--- config.mk ---
export PLATFORM = sky130hd
export DESIGN_NAME = hv_softstart_ramp_controller
export DESIGN_NICKNAME = d
export VERILOG_FILES = /design/src/design/hvss_pkg.sv /design/src/design/hv_softstart_ramp_controller.sv /design/src/design/hvss_regs.sv /design/src/design/hvss_core.sv /design/src/design/hvss_outbuf.sv
export SDC_FILE = /design/constraint.sdc
export NUM_CORES = 1
export LEC_CHECK = 0
export BUFFER_PORTS_ARGS = -buffer_cell sky130_fd_sc_hd__buf_2
export CAP_MARGIN = 10
export CORE_ASPECT_RATIO = 0.9
export CORE_MARGIN = 8
export CORE_UTILIZATION = 30
export DETAILED_ROUTE_END_ITERATION = 7
export HOLD_SLACK_MARGIN = 0.03
export PLACE_DENSITY = 0.56
export SYNTH_ARGS = -nofsm -noshare
export SYNTH_HDL_FRONTEND = slang
export SYNTH_SLANG_ARGS = --single-unit
--- constraint.sdc ---
create_clock -name clk -period 4 [get_ports clk]
set_input_delay 0.6 -clock clk [delete_from_list [all_inputs] [get_ports clk]]
set_output_delay 0.6 -clock clk [all_outputs]
set_load 0.02 [all_outputs]
--- src/design/hvss_pkg.sv ---
// ----------------------------------------------------------------------------
// hvss_pkg: shared types and constants for the soft-start ramp controller
// Holds the transfer payload structures, the action and phase codes, the
// register map and the register reset values.
// ----------------------------------------------------------------------------
package hvss_pkg;

	// Payload of one input transfer.
	typedef struct packed {
		logic [1:0] action;
		logic [9:0] adc_sample;
		logic [9:0] duty_request;
	} in_item_t;

	// Payload of one result transfer.
	typedef struct packed {
		logic       pwm_enabled;
		logic [9:0] duty_value;
		logic [2:0] phase;
		logic       trip_event;
	} out_item_t;

	// Actions carried by an input item.
	typedef enum logic [1:0] {
		ACT_TICK      = 2'd0,
		ACT_SET_DUTY  = 2'd1,
		ACT_FORCE_OFF = 2'd2,
		ACT_RAMP_DOWN = 2'd3
	} action_t;

	// Phase codes as they appear on the result.
	localparam logic [2:0] PHASE_CODE_OFF      = 3'd0;
	localparam logic [2:0] PHASE_CODE_RAMP_UP  = 3'd1;
	localparam logic [2:0] PHASE_CODE_RAMP_DN  = 3'd2;
	localparam logic [2:0] PHASE_CODE_SHUTDOWN = 3'd3;
	localparam logic [2:0] PHASE_CODE_ADJUSTED = 3'd4;

	// Internal phase state, one-hot.
	typedef enum logic [4:0] {
		PH_OFF      = 5'b00001,
		PH_RAMP_UP  = 5'b00010,
		PH_RAMP_DN  = 5'b00100,
		PH_SHUTDOWN = 5'b01000,
		PH_ADJUSTED = 5'b10000
	} phase_t;

	// Register indexes (byte address divided by four).
	localparam logic [2:0] REG_OV_LIMIT   = 3'd0;
	localparam logic [2:0] REG_DUTY_MIN_V = 3'd1;
	localparam logic [2:0] REG_DUTY_MAX_V = 3'd2;
	localparam logic [2:0] REG_DUTY_TGT   = 3'd3;
	localparam logic [2:0] REG_DUTY_STEP  = 3'd4;
	localparam logic [2:0] REG_PWM_PERIOD = 3'd5;

	// Register reset values.
	localparam logic [9:0]  RST_OV_LIMIT   = 10'd1023;
	localparam logic [9:0]  RST_DUTY_MIN_V = 10'd1023;
	localparam logic [9:0]  RST_DUTY_MAX_V = 10'd0;
	localparam logic [9:0]  RST_DUTY_TGT   = 10'd1023;
	localparam logic [9:0]  RST_DUTY_STEP  = 10'd1;
	localparam logic [19:0] RST_PWM_PERIOD = 20'd1000;

	// Configuration as seen by the datapath.
	typedef struct packed {
		logic [9:0]  ov_limit;
		logic [9:0]  duty_min_v;
		logic [9:0]  duty_max_v;
		logic [9:0]  duty_tgt;
		logic [9:0]  duty_step;
		logic [19:0] pwm_period;
	} cfg_t;

	function automatic logic [2:0] phase_code(input phase_t ph);
		logic [2:0] code;
		unique case (ph)
			PH_OFF:      code = PHASE_CODE_OFF;
			PH_RAMP_UP:  code = PHASE_CODE_RAMP_UP;
			PH_RAMP_DN:  code = PHASE_CODE_RAMP_DN;
			PH_SHUTDOWN: code = PHASE_CODE_SHUTDOWN;
			PH_ADJUSTED: code = PHASE_CODE_ADJUSTED;
			default:     code = PHASE_CODE_OFF;
		endcase
		return code;
	endfunction

endpackage

--- src/design/hv_softstart_ramp_controller.sv ---
// ----------------------------------------------------------------------------
// hv_softstart_ramp_controller: high-voltage supply soft-start controller
// Overvoltage shutdown, ramp up and ramp down of the PWM duty, direct duty
// setting and forced drive-off, one result per input item.
// ----------------------------------------------------------------------------
//
//  Channel   Direction  Handshake                 Payload
//  --------  ---------  ------------------------  ---------------------------
//  in        into       in_valid / in_stall       in_data  (in_item_t)
//  out       out of     out_valid / out_stall     out_data (out_item_t)
//  config    into       psel/penable/pwrite/pready paddr, pwdata, prdata
//
// Each item's next state and result are worked out combinationally by the
// compare, add and clamp logic in hvss_core and registered into the result
// register, or into the skid entry when the output side stalls, so an item
// may be accepted on every cycle while in_stall is low. Reset clears the
// phase to off, the duty to zero, the drive to off and both result entries
// to empty. When the output side stalls, one further item is held in the
// skid entry; in_stall then rises and stays high until the result register
// has been taken and the held item has moved up into it.
// ----------------------------------------------------------------------------
module hv_softstart_ramp_controller import hvss_pkg::*; (
	input  logic        clk,
	input  logic        arst_n,
	// Input item channel.
	input  logic        in_valid,
	output logic        in_stall,
	input  in_item_t    in_data,
	// Result channel.
	output logic        out_valid,
	input  logic        out_stall,
	output out_item_t   out_data,
	// Configuration port.
	input  logic        psel,
	input  logic        penable,
	input  logic        pwrite,
	input  logic [4:0]  paddr,
	input  logic [31:0] pwdata,
	output logic [31:0] prdata,
	output logic        pready
);

	cfg_t      cfg;
	out_item_t result;
	logic      in_fire;

	// An input transfer completes when valid is high and the skid entry is free.
	assign in_fire = in_valid & ~in_stall;

	// Configuration registers. They are to be written only while the block is idle,
	// so that the datapath sees them as constant over any item; the block does not enforce this.
	hvss_regs u_regs (
		.clk     (clk),
		.arst_n  (arst_n),
		.psel    (psel),
		.penable (penable),
		.pwrite  (pwrite),
		.paddr   (paddr),
		.pwdata  (pwdata),
		.prdata  (prdata),
		.pready  (pready),
		.cfg     (cfg)
	);

	// Phase machine and duty arithmetic; the state advances on each transfer.
	hvss_core u_core (
		.clk     (clk),
		.arst_n  (arst_n),
		.cfg     (cfg),
		.in_fire (in_fire),
		.in_item (in_data),
		.result  (result)
	);

	// Result register and skid entry, which decouple the two channels.
	hvss_outbuf u_outbuf (
		.clk       (clk),
		.arst_n    (arst_n),
		.in_fire   (in_fire),
		.result    (result),
		.in_stall  (in_stall),
		.out_valid (out_valid),
		.out_stall (out_stall),
		.out_data  (out_data)
	);

endmodule

--- src/design/hvss_regs.sv ---
// ----------------------------------------------------------------------------
// hvss_regs: configuration register file
// APB-style slave holding the six configuration registers.
// ----------------------------------------------------------------------------
module hvss_regs import hvss_pkg::*; (
	input  logic        clk,
	input  logic        arst_n,
	input  logic        psel,
	input  logic        penable,
	input  logic        pwrite,
	input  logic [4:0]  paddr,
	input  logic [31:0] pwdata,
	output logic [31:0] prdata,
	output logic        pready,
	output cfg_t        cfg
);

	cfg_t       cfg_q;
	logic       wr_en;
	logic [2:0] reg_idx;

	assign pready  = 1'b1;
	assign wr_en   = psel & penable & pwrite;
	assign reg_idx = paddr[4:2];
	assign cfg     = cfg_q;

	always_ff @(posedge clk or negedge arst_n) begin
		if (!arst_n) begin
			cfg_q.ov_limit   <= RST_OV_LIMIT;
			cfg_q.duty_min_v <= RST_DUTY_MIN_V;
			cfg_q.duty_max_v <= RST_DUTY_MAX_V;
			cfg_q.duty_tgt   <= RST_DUTY_TGT;
			cfg_q.duty_step  <= RST_DUTY_STEP;
			cfg_q.pwm_period <= RST_PWM_PERIOD;
		end else if (wr_en) begin
			unique case (reg_idx)
				REG_OV_LIMIT:   cfg_q.ov_limit   <= pwdata[9:0];
				REG_DUTY_MIN_V: cfg_q.duty_min_v <= pwdata[9:0];
				REG_DUTY_MAX_V: cfg_q.duty_max_v <= pwdata[9:0];
				REG_DUTY_TGT:   cfg_q.duty_tgt   <= pwdata[9:0];
				REG_DUTY_STEP:  cfg_q.duty_step  <= pwdata[9:0];
				REG_PWM_PERIOD: cfg_q.pwm_period <= pwdata[19:0];
				default: begin
				end
			endcase
		end
	end

	always_comb begin
		unique case (reg_idx)
			REG_OV_LIMIT:   prdata = {22'd0, cfg_q.ov_limit};
			REG_DUTY_MIN_V: prdata = {22'd0, cfg_q.duty_min_v};
			REG_DUTY_MAX_V: prdata = {22'd0, cfg_q.duty_max_v};
			REG_DUTY_TGT:   prdata = {22'd0, cfg_q.duty_tgt};
			REG_DUTY_STEP:  prdata = {22'd0, cfg_q.duty_step};
			REG_PWM_PERIOD: prdata = {12'd0, cfg_q.pwm_period};
			default:        prdata = 32'd0;
		endcase
	end

endmodule

--- src/design/hvss_core.sv ---
// ----------------------------------------------------------------------------
// hvss_core: phase machine and duty datapath
// Holds phase, duty and drive state and works out the next state and the
// result of one accepted item combinationally.
// ----------------------------------------------------------------------------
module hvss_core import hvss_pkg::*; (
	input  logic      clk,
	input  logic      arst_n,
	input  cfg_t      cfg,
	input  logic      in_fire,
	input  in_item_t  in_item,
	output out_item_t result
);

	phase_t      phase_q, phase_d;
	logic [9:0]  duty_q, duty_d;
	logic        drive_q, drive_d;
	logic        trip;
	action_t     act;
	logic        over_v;
	logic [10:0] up_sum;
	logic [9:0]  down_val;
	logic [9:0]  set_val;

	assign act    = action_t'(in_item.action);
	assign over_v = in_item.adc_sample >= cfg.ov_limit;
	assign up_sum = {1'b0, duty_q} + {1'b0, cfg.duty_step};

	// Ramping up lowers the duty and stops at zero.
	assign down_val = (duty_q > cfg.duty_step) ? (duty_q - cfg.duty_step) : 10'd0;

	// The upper bound wins when the bounds are inverted.
	always_comb begin
		priority if (in_item.duty_request >= cfg.duty_min_v) begin
			set_val = cfg.duty_min_v;
		end else if (in_item.duty_request <= cfg.duty_max_v) begin
			set_val = cfg.duty_max_v;
		end else begin
			set_val = in_item.duty_request;
		end
	end

	always_comb begin
		phase_d = phase_q;
		duty_d  = duty_q;
		drive_d = drive_q;
		trip    = 1'b0;
		unique case (act)
			ACT_TICK: begin
				if (over_v) begin
					trip    = (phase_q != PH_SHUTDOWN);
					phase_d = PH_SHUTDOWN;
					drive_d = 1'b0;
				end else begin
					unique case (phase_q)
						PH_OFF: begin
							phase_d = PH_RAMP_UP;
							duty_d  = cfg.duty_min_v;
							drive_d = 1'b1;
						end
						PH_RAMP_UP: begin
							if (duty_q > cfg.duty_tgt) begin
								duty_d = down_val;
							end else begin
								phase_d = PH_ADJUSTED;
							end
							drive_d = 1'b1;
						end
						PH_RAMP_DN: begin
							if (duty_q < cfg.duty_min_v) begin
								duty_d = up_sum[10] ? 10'h3FF : up_sum[9:0];
							end else begin
								phase_d = PH_OFF;
							end
							drive_d = 1'b1;
						end
						default: begin
						end
					endcase
				end
			end
			ACT_SET_DUTY: begin
				duty_d  = set_val;
				drive_d = 1'b1;
			end
			ACT_FORCE_OFF: begin
				drive_d = 1'b0;
			end
			ACT_RAMP_DOWN: begin
				phase_d = PH_RAMP_DN;
			end
			default: begin
			end
		endcase
	end

	always_ff @(posedge clk or negedge arst_n) begin
		if (!arst_n) begin
			phase_q <= PH_OFF;
			duty_q  <= 10'd0;
			drive_q <= 1'b0;
		end else if (in_fire) begin
			phase_q <= phase_d;
			duty_q  <= duty_d;
			drive_q <= drive_d;
		end
	end

	assign result.pwm_enabled = drive_d;
	assign result.duty_value  = duty_d;
	assign result.phase       = phase_code(phase_d);
	assign result.trip_event  = trip;

endmodule

--- src/design/hvss_outbuf.sv ---
// ----------------------------------------------------------------------------
// hvss_outbuf: result register with skid stage
// Registers each result and keeps one spare entry so that the input side
// can take one further item while the output side is stalled.
// ----------------------------------------------------------------------------
module hvss_outbuf import hvss_pkg::*; (
	input  logic      clk,
	input  logic      arst_n,
	input  logic      in_fire,
	input  out_item_t result,
	output logic      in_stall,
	output logic      out_valid,
	input  logic      out_stall,
	output out_item_t out_data
);

	out_item_t out_q, skid_q;
	logic      out_valid_q, skid_valid_q;
	logic      out_fire;

	assign out_fire  = out_valid_q & ~out_stall;
	assign in_stall  = skid_valid_q;
	assign out_valid = out_valid_q;
	assign out_data  = out_q;

	always_ff @(posedge clk or negedge arst_n) begin
		if (!arst_n) begin
			out_valid_q  <= 1'b0;
			skid_valid_q <= 1'b0;
		end else if (skid_valid_q) begin
			if (out_fire) begin
				skid_valid_q <= 1'b0;
			end
		end else if (in_fire) begin
			if (!out_valid_q || out_fire) begin
				out_valid_q <= 1'b1;
			end else begin
				skid_valid_q <= 1'b1;
			end
		end else if (out_fire) begin
			out_valid_q <= 1'b0;
		end
	end

	always_ff @(posedge clk) begin
		if (skid_valid_q) begin
			if (out_fire) begin
				out_q <= skid_q;
			end
		end else if (in_fire) begin
			if (!out_valid_q || out_fire) begin
				out_q <= result;
			end else begin
				skid_q <= result;
			end
		end
	end

endmodule
== Word level (Yosys, flattened, before mapping) ==
Cells that the tools add are included.
Storage, ports and cells
  bits in registers: 118
Operators by class
  bitwise logic cells: 7
  eq/ne operators: 18
  multiplexer cells: 32
  reduce and logical (&&, ||, !) cells: 17
  magnitude comparators: 6
  add/subtract/negate cells: 2
Operators by type and width (count)
  $pmux W20 S6: 1
  $mux W10: 7
  $mux W15: 4
  $pmux W10 S3: 1
  $ge A10 B10 Y1: 2
  $gt A10 B10 Y1: 2
  $pmux W10 S2: 1
  $mux W5: 3
  $pmux W5 S3: 1
  $pmux W3 S4: 1
  $reduce_and A2 Y1: 6
  $add A10 B10 Y11: 1
  $mux W1: 11
  $eq A5 B2 Y1 const B: 2
  $eq A5 B3 Y1 const B: 2
  $le A10 B10 Y1: 1
  $lt A10 B10 Y1: 1
  $pmux W5 S2: 1
  $sub A10 B10 Y10: 1
  $reduce_and A3 Y1: 3
  $eq A3 B2 Y1 const B: 2
  $eq A3 B3 Y1 const B: 2
  $reduce_bool A2 Y1: 3
  $eq A5 B1 Y1 const B: 1
  other kinds (16): 22

== Longest topological paths before layout ==
  depth in word-level cells: 10
  mapped depth: 12

== Hierarchy ==
Synthesis repeated with hierarchy kept, for this count alone.
Second synthesis, totals
  cells, all modules: 830
  area, all modules: 8501.9 um^2
By module, submodules not included
  hvss_core: cells each 519, seq. area each 401.6 um^2, instances 1, area each 3834.9 um^2
  hvss_regs: cells each 251, seq. area each 1798.0 um^2, instances 1, area each 3428.3 um^2
  hvss_outbuf: cells each 59, seq. area each 950.9 um^2, instances 1, area each 1224.9 um^2
  hv_softstart_ramp_controller: cells each 1, seq. area each 0.0 um^2, instances 1, area each 13.8 um^2

== Worst setup path after synthesis ==
Ideal clock, no wire load.
  path type: reg2reg
  from: register u_regs.cfg_q, in the netlist u_regs.cfg[20]
  to: register u_outbuf.out_q, in the netlist u_outbuf.out_data[10], data pin
  cell stages (with the launch flop): 12
  period minus slack after synthesis: 3178 ps
  setup slack: 822 ps
  data arrival time: 2910 ps
  buffers on the path: 0
  cell sequence: dfstp_2 > ha_1 > inv_1 > fa_1 > a211oi_4 > nor3_2 > nor4_4 > nor3_4 > a22o_4 > or4_4 > a211oi_2 > o31ai_1
Between the ends
  longest elaborated chain between the ends: 9
  elaborated cells on any way between the ends: 13
  those cells by class: 2 x add/sub; 1 x order compare; 10 x mux
RTL lines
  from (decl): RTL line hvss_regs.sv:18  | cfg_t cfg_q;
  $add A10 B10 Y11 (tied with other cells): RTL line hvss_core.sv:27  | assign up_sum = {1'b0, duty_q} + {1'b0, cfg.duty_step};
  $mux W10 (on tied branches): RTL line hvss_core.sv:71, hvss_core.sv:30
  $mux W10 (on tied branches): RTL line hvss_core.sv:70, hvss_core.sv:62
  $pmux W10 S3 (*): RTL line hvss_core.sv:55  | unique case (phase_q)
  $mux W10 (*): RTL line hvss_core.sv:50  | if (over_v) begin
  $pmux W10 S2 (*): RTL line hvss_core.sv:48  | unique case (act)
  $mux W15 (*): RTL line hvss_outbuf.sv:51  | if (!out_valid_q || out_fire) begin
  $mux W15 (*): RTL line hvss_outbuf.sv:50  | end else if (in_fire) begin
  $mux W15 (*): RTL line hvss_outbuf.sv:46  | if (skid_valid_q) begin
  to (signal assigned): RTL line hvss_outbuf.sv:48  | out_q <= skid_q;
  to (signal assigned): RTL line hvss_outbuf.sv:52  | out_q <= result;
  to (decl): RTL line hvss_outbuf.sv:17  | out_item_t out_q, skid_q;
Mark *: on every way between the ends. The rest lies on a longest branch, timed or not. The select of a mux whose other input is x is not followed.
A chain may end at the register's enable or synchronous reset.

== Worst setup path in the final report ==
  from: register u_core.duty_q[0]
  to: register u_outbuf.out_q, in the netlist u_outbuf.out_data[10], data pin
Between the ends
  longest elaborated chain between the ends: 9
  elaborated cells on any way between the ends: 15
  those cells by class: 2 x add/sub; 3 x order compare; 10 x mux
RTL lines
  from (decl): RTL line hvss_core.sv:16  | logic [9:0] duty_q, duty_d;
  from (signal assigned): RTL line hvss_core.sv:104  | duty_q <= duty_d;
  $add A10 B10 Y11 (tied with other cells): RTL line hvss_core.sv:27
  $mux W10 (on tied branches): RTL line hvss_core.sv:71, hvss_core.sv:30
  $mux W10 (on tied branches): RTL line hvss_core.sv:70, hvss_core.sv:62
  $pmux W10 S3 (*): RTL line hvss_core.sv:55
  $mux W10 (*): RTL line hvss_core.sv:50
  $pmux W10 S2 (*): RTL line hvss_core.sv:48
  $mux W15 (*): RTL line hvss_outbuf.sv:51
  $mux W15 (*): RTL line hvss_outbuf.sv:50
  $mux W15 (*): RTL line hvss_outbuf.sv:46
Marked as above.

==> impl_metrics.toml <==
[global_routing]
grt.total_usage_pct = 15.5
antenna_found_initial = 1
grt_pass1_wl_mm = 40.0
grt_max_degree = 44
grt_pass1_vias = 6935
grt_overflow = 0

[critical_path]
endpoint_kind = "register"
worstPathArrival_ns = 3.64
cp_cell_sequence = "inv_1 > ha_1 > inv_1 > fa_1 > a211oi_4 > nor3_2 > nor4_4 > nor3_4 > a22o_4 > or4_4 > a211oi_2 > o31ai_1"
slowest_delay_ns = 0.49
reg2reg_to = "u_outbuf.out_data[10]"
crit_path_frequent_cell = "inv_1"
crit_path_top_delay_cell = "or4_4"
start_kind = "register"
reg2reg_depth = 12
path_class = "reg -> reg"
worst-path-max-fanout = 10
crit-reg2reg-launch = "u_core.duty_q[0]"
required_ns = 4.14
rrSetupSlack_ns = 0.50

[pwr]
powerDensity_nw_per_um2 = 665
ir_drop_mv = 0.301
leakage_nw = 4.32

[detailed_routing]
num_vias = 6819
viasPerCell = 5.22
drt_iter0_markers = 466
ant_nets = 0
drc = 0
drt_pass1_iterations = 6
wl_per_cell_um = 19.5
drt-total-wl_mm = 25.4

[clock_network]
cts_buffers = 17
cts_setup_buffers = 0
htree_num_levels = 4
clkTransAtPathRegs_ns = 0.06
clock_path_buffers = 2
cts_sinks = 118
cts_root_buffer = "clkbuf_16"
cts_resized = 0
cts_tree = "built"
clk_latency_ns = 0.43
cts.hold.buffers_added = 0

[sta]
fin_crit_ns = 3.50
finalSetupTns_ns = 0
worst_slack_ns = 0.505
setup_viol = 0
grt_setup_unrepaired = "no"
final_max_slew_viol_count = 0
fin_skew_ns = 0.00887
period_share_pct = 87.4
slew-limit-headroom_pct = 38.4
hold_viol = 0
tightest_slew_ns = 0.923
fmax_ghz = 0.286

[die]
core-area_um2 = 27600
rows = 58
start_util_pct = 30.2
die_y_um = 174
io_pins = 116
die_area_um2 = 33400
die_x_um = 192

[run]
maxCapViolCount = 0

[finish]
nFillCells = 2801
mostFrequentLayoutCells = "87 x buf_2, 78 x inv_1, 73 x nand2_1"
syn2layout_area_growth_pct = 16.8
multiInputGateArea_um2 = 4690
num-nets-final = 1072
final_cell_area_um2 = 9740
seqCellArea_um2 = 3150
drive_above_1_share_pct = 28.7
layout_commonest_cell = "buf_2"

[placement]
placed_cell_area_um2 = 9140
post-place-ws_ns = 0.529
dp_hpwl_mm = 19.7
gp_congestion = 0.905
port_buffers = 88

[yosys]
synth_edf_count = 30
netlist_instances = 847
synth_cell_type_count = 81
synth_top_area_share_pct = 15.0
ys_warn_count = 0
synth.top_cells.by_area = "dfrtp_1 15%, dfstp_2 12%, edfxtp_1 11%, ha_1 11%, mux2_2 8.9%"
synth_area_leader_cell = "dfrtp_1"
synth_area_per_cell_um2 = 9.85
synth.ff_latch_count = 118
async_flop_share_pct = 74.6
synth.cell_area_um2 = 8340
synthFlopType = "dfrtp_1"
yosysSeqAreaShare_pct = 37.8

[status]
status = "finished clean"

[worst_hold_path]
min_path_type = "in -> async"
==> flip-flops by register name, indices dropped and copies added (netlist names) <==
register	count
u_regs.cfg	70
u_outbuf.out_valid	1
u_outbuf.out_data	15
u_core.drive_q	1
u_outbuf.in_stall	1
u_core.duty_q	10
u_outbuf.skid_q	15
u_core.phase_q	5
==> worst max-delay path, delay by kind of cell, from the launching register on <==
kind | cells | cell delay [ns]
AOI/OAI and AO/OA | 4 | 0.89
DFF | 1 | 0.45
and+or+nand+nor | 4 | 0.97
buffers and inverters | 2 | 0.24
adders and majority gates | 2 | 0.64
==> cell usage after synthesis, types with 8 or more instances <==
cell and count:
a211oi_1 9, dfstp_2 38, nor2_1 43, ha_1 72, nand2b_1 9, nand3_1 16, buf_4 17, edfxtp_1 30
a21o_1 8, nor2b_1 13, nor3_1 15, clkbuf_1 25, mux2_2 66, a221o_1 12, o21ai_0 57, xnor2_1 8
mux2i_1 16, inv_1 78, dfrtp_1 50, a21oi_1 43, nand2_1 73, and3_1 15
==> where the power goes <==
part           total, W  internal, W  switching [W]  leakage (nW)
Clock           0.00156     0.000932       0.000627         0.290
Combinational   0.00284      0.00116        0.00167          2.74
Sequential      0.00208      0.00168       0.000400          1.30
==> how the worst max path moves through the flow <==
stage	cells after the start	to	from	slack [ns]
finish	12	u_outbuf.out_data[10]	u_core.duty_q[0]	0.50
global route	12	u_outbuf.out_data[10]	u_core.duty_q[0]	0.32
CTS	12	u_outbuf.out_data[10]	u_core.duty_q[0]	0.51
detailed placement	12	u_outbuf.out_data[10]	u_core.duty_q[0]	0.53
global placement	12	u_outbuf.out_data[10]	u_core.duty_q[0]	0.54
floorplan	11	u_outbuf.out_data[10]	u_regs.cfg[20]	0.82
==> routing by layer <==
layer / track usage (%) / vias to the layer above / share of wire [%]
met1: 20.8 / 3354 / 47
met4: 4.55 / 2 / 1.8
li1: - / 3224 / -
met5: 0 / - / 0.031
met2: 24.1 / 212 / 45
met3: 3.81 / 27 / 6.3
==> through the flow <==
step | std cells | utilization (%) | hold WS (ns) | total power [W]
after floorplan | 858 | - | 0.304 | 0.00403
after global placement | 1273 | 33.1 | 0.482 | 0.00486
after detailed placement | 1273 | 33.1 | 0.489 | 0.00491
after CTS | 1305 | 35.2 | 0.220 | 0.00650
after global routing | 1305 | 35.2 | 0.247 | 0.00691
final | 1306 | 35.2 | 0.207 | 0.00648
==> cells by family (layout without fill, tap and decap cells) <==
logic type / count (synthesis) / count (layout) / synth area share [%]
other: 2 / 14 / 0.0900
AO/OA/AOI/OAI: 216 / 216 / 18.3
XOR/XNOR: 12 / 12 / 1.26
multiplexers: 86 / 86 / 11.9
buffers and inverters: 127 / 214 / 6.61
flip-flops: 118 / 118 / 37.8
adder cells (fa/ha/maj): 74 / 74 / 11.3
AND/OR/NAND/NOR: 212 / 212 / 12.8
==> cell type report <==
cell class	instances	share of cell area, %
multi-input cells	613	48.1
flip-flops and latches	118	32.3
repair buffers	104	5.78
well taps	360	4.62
clock buffers	17	4.37
inverters	78	3.01
clock inverters	15	1.73
diodes	1	0.0257
Note: power is estimated with default switching activity, not from simulation.
